--- src/rtl/core/raster_timing_generator_core_defines.svh ---
// Assertion macros shared by the raster timing generator RTL.
// Each macro expects clk and rst_n to be visible in the module that uses it.
`ifndef RASTER_TIMING_GENERATOR_CORE_DEFINES_SVH
`define RASTER_TIMING_GENERATOR_CORE_DEFINES_SVH

// Consequent must hold in the same cycle as the antecedent.
`define RTG_ASSERT_SAME(lbl, ante, cons, msg) \
  lbl: assert property (@(posedge clk) disable iff (!rst_n) (ante) |-> (cons)) \
    else $error(msg);

// Consequent must hold in the cycle after the antecedent.
`define RTG_ASSERT_NEXT(lbl, ante, cons, msg) \
  lbl: assert property (@(posedge clk) disable iff (!rst_n) (ante) |=> (cons)) \
    else $error(msg);

`endif

--- src/rtl/core/rtg_pkg.sv ---
// Types and constants for the raster timing generator.
// Used by rtg_step and raster_timing_generator_core; no dependencies.
`default_nettype none

package rtg_pkg;

  localparam int unsigned CoordW = 10;
  localparam int unsigned ColourW = 4;
  localparam int unsigned FrameW = 6;
  localparam int unsigned IntCntW = 8;
  localparam int unsigned CfgIdxW = 3;

  localparam logic [CoordW-1:0] BORDER_STEP_MASK = 10'd1;
  localparam logic [CoordW-1:0] INT_X = 10'd0;
  localparam logic [CoordW-1:0] INT_Y = 10'd0;
  localparam logic [IntCntW-1:0] INT_LEN = 8'd64;
  // Frame counter bit that drives the attribute flash phase.
  localparam int unsigned FLASH_BIT = 5;

  typedef enum logic [CfgIdxW-1:0] {
    REG_LINE_LENGTH     = 3'd0,
    REG_FRAME_LINES     = 3'd1,
    REG_HBLANK_POSITION = 3'd2,
    REG_VBLANK_POSITION = 3'd3,
    REG_BORDER_LEFT     = 3'd4,
    REG_BORDER_TOP      = 3'd5,
    REG_SCREEN_WIDTH    = 3'd6,
    REG_SCREEN_HEIGHT   = 3'd7
  } rtg_reg_t;

  typedef struct packed {
    logic [CoordW-1:0] line_length;
    logic [CoordW-1:0] frame_lines;
    logic [CoordW-1:0] hblank_position;
    logic [CoordW-1:0] vblank_position;
    logic [CoordW-1:0] border_left;
    logic [CoordW-1:0] border_top;
    logic [CoordW-1:0] screen_width;
    logic [CoordW-1:0] screen_height;
  } rtg_cfg_t;

  localparam rtg_cfg_t CFG_RESET = '{
    line_length:     10'd448,
    frame_lines:     10'd320,
    hblank_position: 10'd384,
    vblank_position: 10'd288,
    border_left:     10'd74,
    border_top:      10'd48,
    screen_width:    10'd256,
    screen_height:   10'd192
  };

  typedef struct packed {
    logic [CoordW-1:0]  raster_x;
    logic [CoordW-1:0]  raster_y;
    logic [CoordW-1:0]  dots_since_hblank;
    logic [CoordW-1:0]  lines_since_vblank;
    logic               hblank_flag;
    logic               vblank_flag;
    logic               hborder_flag;
    logic               vborder_flag;
    logic [ColourW-1:0] border_latch;
    logic [FrameW-1:0]  frame_counter;
    logic [IntCntW-1:0] interrupt_counter;
  } rtg_state_t;

  // Packed so that dot_x sits in the lowest bits of the result tdata.
  typedef struct packed {
    logic               vblank_strobe;
    logic               hblank_strobe;
    logic               flash_phase;
    logic               frame_interrupt;
    logic               in_vborder;
    logic               in_hborder;
    logic               in_vblank;
    logic               in_hblank;
    logic [ColourW-1:0] border_colour;
    logic [CoordW-1:0]  line_y;
    logic [CoordW-1:0]  dot_x;
  } rtg_result_t;

endpackage

`default_nettype wire

--- src/rtl/core/raster_timing_generator_core.sv ---
// Raster timing generator: one result per dot clock tick, with config registers.
// Depends on rtg_pkg, rtg_step and raster_timing_generator_core_defines.svh.
//
// Usage:
//   Each transfer on the in_ channel is one dot clock tick; in_tdata[3:0]
//   carries the border colour most recently written by the processor.
//   Every tick produces exactly one transfer on the out_ channel with the
//   raster position after the tick, the latched border colour, the blanking
//   and border flags, the interrupt level, the flash phase and the two
//   blanking strobes.
//   A tick accepted at a clock edge is presented on out_ from the next cycle.
//   Throughput is one tick per cycle while out_tready is high, set by the
//   single result register, which reloads in the same cycle it is emptied.
//   When the receiver stalls, the result is held and in_tready drops until
//   the result is taken; no tick is lost or repeated.
//   Reset (synchronous, rst_n low) clears all raster state, empties the
//   result register and loads the default timing registers. The cfg_ port
//   writes register cfg_index with cfg_wdata at any edge with cfg_we high;
//   write only while no tick is in flight.
`default_nettype none

module raster_timing_generator_core (
  input  wire                           clk,
  input  wire                           rst_n,
  input  wire                           in_tvalid,
  output logic                          in_tready,
  input  wire [7:0]                     in_tdata,   // [3:0] border_next, [7:4] zero
  output logic                          out_tvalid,
  input  wire                           out_tready,
  // [9:0] dot_x, [19:10] line_y, [23:20] border_colour, [24] in_hblank,
  // [25] in_vblank, [26] in_hborder, [27] in_vborder, [28] frame_interrupt,
  // [29] flash_phase, [30] hblank_strobe, [31] vblank_strobe
  output logic [31:0]                   out_tdata,
  input  wire                           cfg_we,
  input  wire [rtg_pkg::CfgIdxW-1:0]    cfg_index,
  input  wire [rtg_pkg::CoordW-1:0]     cfg_wdata
);
  import rtg_pkg::*;
  `include "raster_timing_generator_core_defines.svh"

  rtg_cfg_t    cfg_r;
  rtg_cfg_t    cfg_nxt;
  rtg_state_t  state_r;
  rtg_state_t  state_nxt;
  rtg_result_t result_r;
  rtg_result_t result_nxt;
  logic        out_valid_r;
  logic        in_xfer;
  logic        res_hstrobe;
  logic        res_vstrobe;

  assign in_tready = !out_valid_r || out_tready;
  assign in_xfer   = in_tvalid && in_tready;

  rtg_step u_step (
    .cfg_i         (cfg_r),
    .state_i       (state_r),
    .border_next_i (in_tdata[ColourW-1:0]),
    .state_o       (state_nxt),
    .result_o      (result_nxt)
  );

  always_comb begin
    cfg_nxt = cfg_r;
    if (cfg_we) begin
      unique case (rtg_reg_t'(cfg_index))
        REG_LINE_LENGTH:     cfg_nxt.line_length     = cfg_wdata;
        REG_FRAME_LINES:     cfg_nxt.frame_lines     = cfg_wdata;
        REG_HBLANK_POSITION: cfg_nxt.hblank_position = cfg_wdata;
        REG_VBLANK_POSITION: cfg_nxt.vblank_position = cfg_wdata;
        REG_BORDER_LEFT:     cfg_nxt.border_left     = cfg_wdata;
        REG_BORDER_TOP:      cfg_nxt.border_top      = cfg_wdata;
        REG_SCREEN_WIDTH:    cfg_nxt.screen_width    = cfg_wdata;
        REG_SCREEN_HEIGHT:   cfg_nxt.screen_height   = cfg_wdata;
      endcase
    end
  end

  always_ff @(posedge clk) begin
    if (!rst_n) begin
      cfg_r       <= CFG_RESET;
      state_r     <= '0;
      out_valid_r <= 1'b0;
    end else begin
      cfg_r <= cfg_nxt;
      if (in_xfer) begin
        state_r     <= state_nxt;
        out_valid_r <= 1'b1;
      end else if (out_tready) begin
        out_valid_r <= 1'b0;
      end
    end
  end

  // Result payload needs no reset; it is qualified by out_valid_r.
  always_ff @(posedge clk) begin
    if (in_xfer) begin
      result_r <= result_nxt;
    end
  end

  assign out_tvalid = out_valid_r;
  assign out_tdata  = result_r;

  assign res_hstrobe = out_valid_r && result_r.hblank_strobe;
  assign res_vstrobe = out_valid_r && result_r.vblank_strobe;

  `RTG_ASSERT_NEXT(a_xfer_fills_result, in_xfer, out_valid_r, "accepted tick gave no result")
  `RTG_ASSERT_SAME(a_empty_means_ready, !out_valid_r, in_tready, "input stalled while empty")
  `RTG_ASSERT_SAME(a_hstrobe_hblank, res_hstrobe, result_r.in_hblank, "hstrobe without hblank")
  `RTG_ASSERT_SAME(a_vstrobe_line, res_vstrobe, result_r.hblank_strobe, "vstrobe without hstrobe")
  `RTG_ASSERT_SAME(a_vstrobe_vblank, res_vstrobe, result_r.in_vblank, "vstrobe without vblank")

endmodule

`default_nettype wire

--- src/rtl/core/rtg_step.sv ---
// Next-state and result logic for one dot clock tick of the raster generator.
// Purely combinational; depends on rtg_pkg.
`default_nettype none

module rtg_step (
  input  wire rtg_pkg::rtg_cfg_t         cfg_i,
  input  wire rtg_pkg::rtg_state_t       state_i,
  input  wire [rtg_pkg::ColourW-1:0]     border_next_i,
  output rtg_pkg::rtg_state_t            state_o,
  output rtg_pkg::rtg_result_t           result_o
);
  import rtg_pkg::*;

  logic [CoordW:0]   hend;
  logic [CoordW:0]   vend;
  logic [CoordW:0]   nx;
  logic [CoordW:0]   ny;
  logic              hstrobe;
  logic              vstrobe;
  rtg_state_t        s;

  // Border end positions keep their carry so that a sum past the counter
  // range never matches.
  assign hend = {1'b0, cfg_i.border_left} + {1'b0, cfg_i.screen_width};
  assign vend = {1'b0, cfg_i.border_top} + {1'b0, cfg_i.screen_height};

  always_comb begin
    s       = state_i;
    hstrobe = 1'b0;
    vstrobe = 1'b0;
    ny      = '0;

    if ((state_i.raster_x & BORDER_STEP_MASK) == '0) begin
      s.border_latch = border_next_i;
    end

    nx = {1'b0, state_i.raster_x} + 11'd1;
    s.dots_since_hblank = state_i.dots_since_hblank + 10'd1;
    if (nx >= {1'b0, cfg_i.line_length}) begin
      s.hblank_flag = 1'b0;
      nx = '0;
    end
    s.raster_x = nx[CoordW-1:0];

    if (s.raster_x == cfg_i.hblank_position) begin
      s.hblank_flag        = 1'b1;
      hstrobe              = 1'b1;
      s.dots_since_hblank  = '0;
      s.lines_since_vblank = state_i.lines_since_vblank + 10'd1;
      ny = {1'b0, state_i.raster_y} + 11'd1;
      if (ny >= {1'b0, cfg_i.frame_lines}) begin
        s.vblank_flag = 1'b0;
        ny = '0;
      end
      s.raster_y = ny[CoordW-1:0];
      if (s.raster_y == cfg_i.vblank_position) begin
        s.vblank_flag        = 1'b1;
        vstrobe              = 1'b1;
        s.lines_since_vblank = '0;
        s.frame_counter      = state_i.frame_counter + 6'd1;
      end
      // The start test comes last so that it wins when start equals end.
      if ({1'b0, s.raster_y} == vend) begin
        s.vborder_flag = 1'b1;
      end
      if (s.raster_y == cfg_i.border_top) begin
        s.vborder_flag = 1'b0;
      end
    end

    if ({1'b0, s.raster_x} == hend) begin
      s.hborder_flag = 1'b1;
    end else if (s.raster_x == cfg_i.border_left) begin
      s.hborder_flag = 1'b0;
    end

    if (state_i.interrupt_counter != '0) begin
      s.interrupt_counter = state_i.interrupt_counter - 8'd1;
    end
    if (s.lines_since_vblank == INT_Y && s.dots_since_hblank == INT_X) begin
      s.interrupt_counter = INT_LEN;
    end
  end

  assign state_o = s;

  always_comb begin
    result_o.dot_x           = s.raster_x;
    result_o.line_y          = s.raster_y;
    result_o.border_colour   = s.border_latch;
    result_o.in_hblank       = s.hblank_flag;
    result_o.in_vblank       = s.vblank_flag;
    result_o.in_hborder      = s.hborder_flag;
    result_o.in_vborder      = s.vborder_flag;
    result_o.frame_interrupt = (s.interrupt_counter != '0);
    result_o.flash_phase     = s.frame_counter[FLASH_BIT];
    result_o.hblank_strobe   = hstrobe;
    result_o.vblank_strobe   = vstrobe;
  end

endmodule

`default_nettype wire

--- config.mk ---
export PLATFORM = sky130hd
export DESIGN_NAME = raster_timing_generator_core
export DESIGN_NICKNAME = d
export VERILOG_FILES = /design/src/rtl/core/rtg_pkg.sv /design/src/rtl/core/raster_timing_generator_core.sv /design/src/rtl/core/rtg_step.sv
export VERILOG_INCLUDE_DIRS = /design/src /design/src/rtl/core
export SDC_FILE = /design/constraint.sdc
export NUM_CORES = 1
export LEC_CHECK = 0
export BUFFER_PORTS_ARGS = -buffer_cell sky130_fd_sc_hd__buf_2
export CORE_AREA = 2 2 157 113
export CTS_CLUSTER_SIZE = 10
export DETAILED_ROUTE_END_ITERATION = 10
export DIE_AREA = 0 0 159 115
export PLACE_DENSITY_LB_ADDON = 0.25
export RECOVER_POWER = 100
export SLEW_MARGIN = 20
export SYNTH_ARGS = -nofsm -noshare
export SYNTH_HDL_FRONTEND = slang
export SYNTH_SLANG_ARGS = --single-unit
--- constraint.sdc ---
create_clock -name clk -period 8.29 [get_ports clk]
set_input_delay 0.829 -clock clk [delete_from_list [all_inputs] [get_ports clk]]
set_output_delay 0.829 -clock clk [all_outputs]
set_load 0.01 [all_outputs]
==> results of run 1 <==
==> kinds of logic after synthesis <==
family | synth area share, %
and+or+nand+nor | 25.3
AOI/OAI and AO/OA | 16.5
DFF | 38.6
buffers and inverters | 4.85
xor gates and xnor gates | 7.08
adders and majority gates | 6.33
muxes | 1.40
==> routing by layer <==
layer  track usage [%]  vias up  wire (µm)
met5                 0        -          0
met4              6.24        0        242
met3              7.97       23       2090
met2              42.1      316      10500
met1              38.7     4156      11800
li1                  -     4389          -
==> cell usage in the layout, fill, tap and decap left out, drive strengths merged, types with 9 or more instances in the layout <==
master	n
dfxtp	143
nor2b	10
nand4	12
nor3	29
xor2	18
nor2	111
ha	47
edfxtp	32
a31oi	9
nor3b	9
a21o	14
nand3	46
a21oi	140
and3	21
nand2	256
xnor2	56
o21ai	62
inv	63
clkbuf	63
buf	21
==> sequential cells by signal (all words and copies together) (netlist names) <==
register,count
cfg_r,80
out_tdata,32
state_r,62
out_tvalid,1
==> final timing paths <==
path,from,to,cells after the start
worst max-delay path,state_r[52]$_SDFFE_PN0P_,state_r[24]$_SDFFE_PN0P_,17
worst min-delay path,state_r[15]$_SDFFE_PN0P_,state_r[15]$_SDFFE_PN0P_,2
worst max register to register,state_r[52]$_SDFFE_PN0P_,state_r[24]$_SDFFE_PN0P_,17
worst min register to register,state_r[15]$_SDFFE_PN0P_,state_r[15]$_SDFFE_PN0P_,2
==> where the power goes <==
part           internal (µW)  leakage (µW)  switching (µW)
Clock                    416      0.000280             364
Sequential               912       0.00148            40.9
Combinational            120       0.00241             201
Total                   1450       0.00417             606
==> metrics by stage <==
stage / power, µW / area, µm² / std cells
after floorplan: 1210 / 9920 / 1259
after global placement: 1280 / 10300 / 1492
after detailed placement: 1290 / 10300 / 1492
after CTS: 2060 / 10900 / 1524
after global routing: 2140 / 10800 / 1524
final: 2050 / 10800 / 1524
==> worst reg2reg max path, stage by stage, from the launching register on <==
cell        delay, ns
dfxtp_1          0.72
ha_1             0.42
nand3_1          0.17
xnor2_1          0.59
ha_1             0.39
a21o_1           0.18
a221o_1          0.35
a41o_1           0.23
a21oi_1          0.13
clkbuf_1         0.53
nand2_1          0.13
a222oi_1         0.51
nand3_1          0.18
clkinvlp_2       0.64
nand2_1          0.43
nor2_2           0.55
nand3b_1         0.13
a21oi_1          0.19
==> layout make-up <==
type / count / share of cell area, %
Clock buffer: 20 / 4.34
Clock inverter: 12 / 0.894
Inverter: 59 / 2.08
Multi-Input combinational cell: 963 / 52.0
Sequential cell: 175 / 35.5
Tap cell: 231 / 2.68
Timing Repair Buffer: 64 / 2.52
==> results.sh, run 1 <==
export IMPL_cts_resized=0
export IMPL_drt_iter0_markers=974
export IMPL_synthMostInstantiatedCell="nand2_1"
export IMPL_pre_cts_slack_ns=2.80
export IMPL_syn_nets=1334
export IMPL_core_rowCount=40
export IMPL_ios=60
export IMPL_via_per_inst=5.83
export IMPL_cts_buffer_depth=2
export IMPL_min_path_type="reg2reg"
export IMPL_grt_pass1_vias=7978
export IMPL_syn_area_um2=9920
export IMPL_drc=0
export IMPL_rsz0062_at_grt="no"
export IMPL_cts_root_buf="clkbuf_16"
export IMPL_core_um2=16800
export IMPL_crit_path_max_fanout=26
export IMPL_holdWs_ns=0.456
export IMPL_cts_sinks=175
export IMPL_crit_chain="ha_1 > nand3_1 > xnor2_1 > ha_1 > a21o_1 > a221o_1 > a41o_1 > a21oi_1 > clkbuf_1 > nand2_1 > a222oi_1 > nand3_1 > clkinvlp_2 > nand2_1 > nor2_2 > nand3b_1 > a21oi_1"
export IMPL_yosysUniqueCellTypes=79
export IMPL_postRouteAntennaNets=0
export IMPL_post_cts_buffers=0
export IMPL_power_density_nw_per_um2=191
export IMPL_grt_max_degree=92
export IMPL_drt_pre_antenna_iters=6
export IMPL_nFillCells=1523
export IMPL_worst_r2r_setup_slack_ns=1.67
export IMPL_regArea_um2=3820
export IMPL_gr_total_overflow=0
export IMPL_layout_worst_path_cycle_share_pct=79.9
export IMPL_tightestPinTransition_ns=4.07
export IMPL_async_flop_share_pct=0
export IMPL_crit_arrival_ns=6.92
export IMPL_synth_top_area_share_pct=28.9
export IMPL_ys_flop_type="dfxtp_1"
export IMPL_tns_ns=0
export IMPL_clock_latency_ns=0.44
export IMPL_post_route_util_pct=64.1
export IMPL_area_growth_pct=8.64
export IMPL_start_util_pct=59.0
export IMPL_fin_nets=1355
export IMPL_cpLargestDelayFamily="compound AO/OA/AOI/OAI gates"
export IMPL_drt_wl_total_um=24700
export IMPL_cts_buffers=17
export IMPL_io_buffers=55
export IMPL_dp_hpwl_um=17100
export IMPL_wire_per_inst_um=16.2
export IMPL_finClkSkew_ns=0.00673
export IMPL_cts_hold_fix_buffers=0
export IMPL_drive_above_1_share_pct=5.57
export IMPL_maxCapViolations=4
export IMPL_crit_slowest_cell="dfxtp_1"
export IMPL_syn_instance_count=1259
export IMPL_yosysWarnings=0
export IMPL_num_vias=8884
export IMPL_diodes=0
export IMPL_cp_data_required_time_ns=8.59
export IMPL_ir_worst_vdd_mv=0.124
export IMPL_synth_common_cells="256 x nand2_1, 143 x dfxtp_1, 140 x a21oi_1"
export IMPL_yosysTopAreaCell="dfxtp_1"
export IMPL_cp_start_kind="flop"
export IMPL_ys_seq_elements=175
export IMPL_violations="capacitance limit, slew limit"
export IMPL_worst_path_buf_inv=2
export IMPL_crit_path_max_incr_delay_ns=0.72
export IMPL_avgSynthCellArea_um2=7.88
export IMPL_antenna_found_initial=0
export IMPL_synth_edff_count=32
export IMPL_finalHoldViolCount=0
export IMPL_dieHeight_um=115
export IMPL_min_period_ns=6.62
export IMPL_status="complete, but fails checks"
export IMPL_fmax_mhz=151
export IMPL_power_leakage_uw=0.00417
export IMPL_dieWidth_um=159
export IMPL_end_kind="flop"
export IMPL_place_gp_congestion=0.873
export IMPL_grt_usage_pct=27.5
export IMPL_h_tree_depth=4
export IMPL_synthTopCellsByArea="dfxtp_1 29%, edfxtp_1 9.7%, nand2_1 9.7%, a21oi_1 7.1%, ha_1 5.9%"
export IMPL_multi_input_area_um2=5600
export IMPL_finalMaxSlewViolations=231
export IMPL_finalSetupViolCount=0
export IMPL_dieArea_um2=18300
export IMPL_max_slew_margin_pct=-171
export IMPL_grt_pass1_wl_um=40200
export IMPL_clk_pin_slew_ns=0.07
export IMPL_layout_setup_ws_ns=1.67
export IMPL_cts_tree="yes"
export IMPL_ys_seq_area_share_pct=38.6
export IMPL_critPathKind="reg2reg"
Power figures use the tool's default switching activity.
==> run 2, diff against run 1 <==
==> constraint.sdc (replaced) <==
create_clock -name clk -period 6.2 [get_ports clk]
set_input_delay 0.62 -clock clk [delete_from_list [all_inputs] [get_ports clk]]
set_output_delay 0.62 -clock clk [all_outputs]
set_load 0.01 [all_outputs]
==> run 2 against run 1 <==
  * Total power grew 37%
  * Die area unchanged
  * Combinational power increased by 36%
  * Critical path depth unchanged
  * Flip-flop and latch count stayed put
  * Non-clock buffer count is 2 higher
  * The run still ends with capacitance limit, slew limit left
  * Worst setup slack got worse by 1.1 ns
  * Global-route usage grew 0.79 points
  * Routed wire length is 1.9% higher
  * Design area rose by 0.63%
  * Count of clock-buffer cells in the layout down 2
==> results.sh, run 2 (synthesized netlist as in run 1, its figures left out) <==
export IMPL_postRouteAntennaNets=0
export IMPL_crit_path_max_fanout=20
export IMPL_area_growth_pct=9.32
export IMPL_dieWidth_um=159
export IMPL_final_area_um2=10800
export IMPL_cts_tree="yes"
export IMPL_wire_per_inst_um=16.5
export IMPL_drt_wl_total_um=25200
export IMPL_h_tree_depth=4
export IMPL_max_slew_margin_pct=-193
export IMPL_fin_nets=1357
export IMPL_grt_max_degree=95
export IMPL_cts_root_buf="clkbuf_16"
export IMPL_dpl_cell_area_um2=10300
export IMPL_start_util_pct=59.0
export IMPL_drive_above_1_share_pct=6.10
export IMPL_largest_reg_flops=80
export IMPL_place_inst=1494
export IMPL_power_leakage_uw=0.00421
export IMPL_cts_sinks=175
export IMPL_diodes=0
export IMPL_fmax_mhz=177
export IMPL_power_density_nw_per_um2=259
export IMPL_drt_iter0_markers=893
export IMPL_crit_arrival_ns=5.76
export IMPL_via_per_inst=5.86
export IMPL_min_path_type="in2reg"
export IMPL_drt_pre_antenna_iters=6
export IMPL_largest_register="cfg_r"
export IMPL_tightestPinTransition_ns=4.40
export IMPL_cts_resized=0
export IMPL_final_cells=1526
export IMPL_ios=60
export IMPL_layout_worst_path_cycle_share_pct=90.9
export IMPL_violations="capacitance limit, slew limit"
export IMPL_cp_data_required_time_ns=6.32
export IMPL_core_rowCount=40
export IMPL_grt_usage_pct=28.3
export IMPL_finClkSkew_ns=0.00995
export IMPL_cts_buffer_depth=2
export IMPL_cp_start_kind="flop"
export IMPL_end_kind="flop"
export IMPL_post_cts_buffers=0
export IMPL_io_buffers=55
export IMPL_grt_pass1_wl_um=41500
export IMPL_nFillCells=1507
export IMPL_num_vias=8936
export IMPL_min_period_ns=5.64
export IMPL_cts_buffers=17
export IMPL_cts_hold_fix_buffers=0
export IMPL_place_gp_congestion=0.892
export IMPL_final_common_cell="nand2_1"
export IMPL_status="complete, but fails checks"
export IMPL_clock_latency_ns=0.44
export IMPL_gr_total_overflow=0
export IMPL_critPathKind="reg2reg"
export IMPL_finalMaxSlewViolations=151
export IMPL_finalHoldViolCount=0
export IMPL_rsz0062_at_grt="no"
export IMPL_finalSetupViolCount=0
export IMPL_tns_ns=0
export IMPL_clk_pin_slew_ns=0.07
export IMPL_drc=0
export IMPL_dp_hpwl_um=17600
export IMPL_core_um2=16800
export IMPL_maxCapViolations=2
export IMPL_antenna_found_initial=0
export IMPL_grt_pass1_vias=8176
export IMPL_dieHeight_um=115
export IMPL_final_cell_mix="255 x nand2_1, 143 x dfxtp_1, 140 x a21oi_1, 109 x nor2_1"
export IMPL_dieArea_um2=18300
export IMPL_ir_worst_vdd_mv=0.155
run 2: cell types whose count changed in the layout (fill, tap and decap cells not counted), sizes merged:
cell	previous run	this run
clkinv	5	6
clkinvlp	3	1
clkbuf	63	59
inv	63	65
bufinv	0	1
buf	21	25
run 2: metal layers:
metal,global-route usage (%),share of wire [%],vias to the layer above
li1,-,-,4392
met1,39.6,46,4182
met2,43.4,44,316
met3,6.67,8.0,46
met4,9.27,2.1,0
met5,0,0,-
run 2: cell type report:
class	instances	area [µm²]	share of cell area (%)
sequential	175	3820	35.3
timing repair buffer	66	293	2.70
clock inverter	14	166	1.54
multi-input combinational	963	5610	51.7
tap	231	289	2.67
inverter	59	224	2.07
clock buffer	18	439	4.05
run 2: critical path, stage by stage, from the launching register on:
cell and delay (ns):
dfxtp_1 0.72, ha_1 0.38, nand3_1 0.12, xor2_1 0.51, inv_1 0.30, ha_1 0.37, a21o_1 0.16, a21o_1 0.17
a21oi_1 0.13, o21ai_1 0.15, a21o_1 0.41, nor2_1 0.43, a21boi_0 0.15, nor4b_1 0.52, and2_0 0.33, nand4_1 0.18
o21ai_0 0.19, a21oi_1 0.10
run 2: final timing paths:
path,startpoint,to,slack (ns),depth (start not counted)
setup reg to reg,state_r[42]$_SDFFE_PN0P_,state_r[13]$_SDFFE_PN0P_,0.56,17
setup / recovery,state_r[42]$_SDFFE_PN0P_,state_r[13]$_SDFFE_PN0P_,0.56,17
hold reg to reg,state_r[16]$_SDFFE_PN0P_,state_r[16]$_SDFFE_PN0P_,0.46,2
hold / removal,in_tvalid,out_tvalid$_SDFFE_PN0P_,0.43,3
run 2: power by group:
part / internal, µW / leakage, µW / switching, µW
sequential: 1220 / 0.00148 / 51.3
clock: 588 / 0.000300 / 511
combinational: 161 / 0.00243 / 275
run 2: per-stage QoR:
stage | utilization [%] | total power [µW] | setup WS [ns] | hold WS (ns)
CTS | 64.9 | 2820 | 0.837 | 0.423
finish | 64.5 | 2810 | 0.564 | 0.431
floorplan | - | 1620 | 1.95 | 0.433
global placement | 61.3 | 1720 | 0.952 | 0.439
detailed placement | 61.3 | 1730 | 0.917 | 0.447
global route | 64.5 | 2930 | 0.194 | 0.432
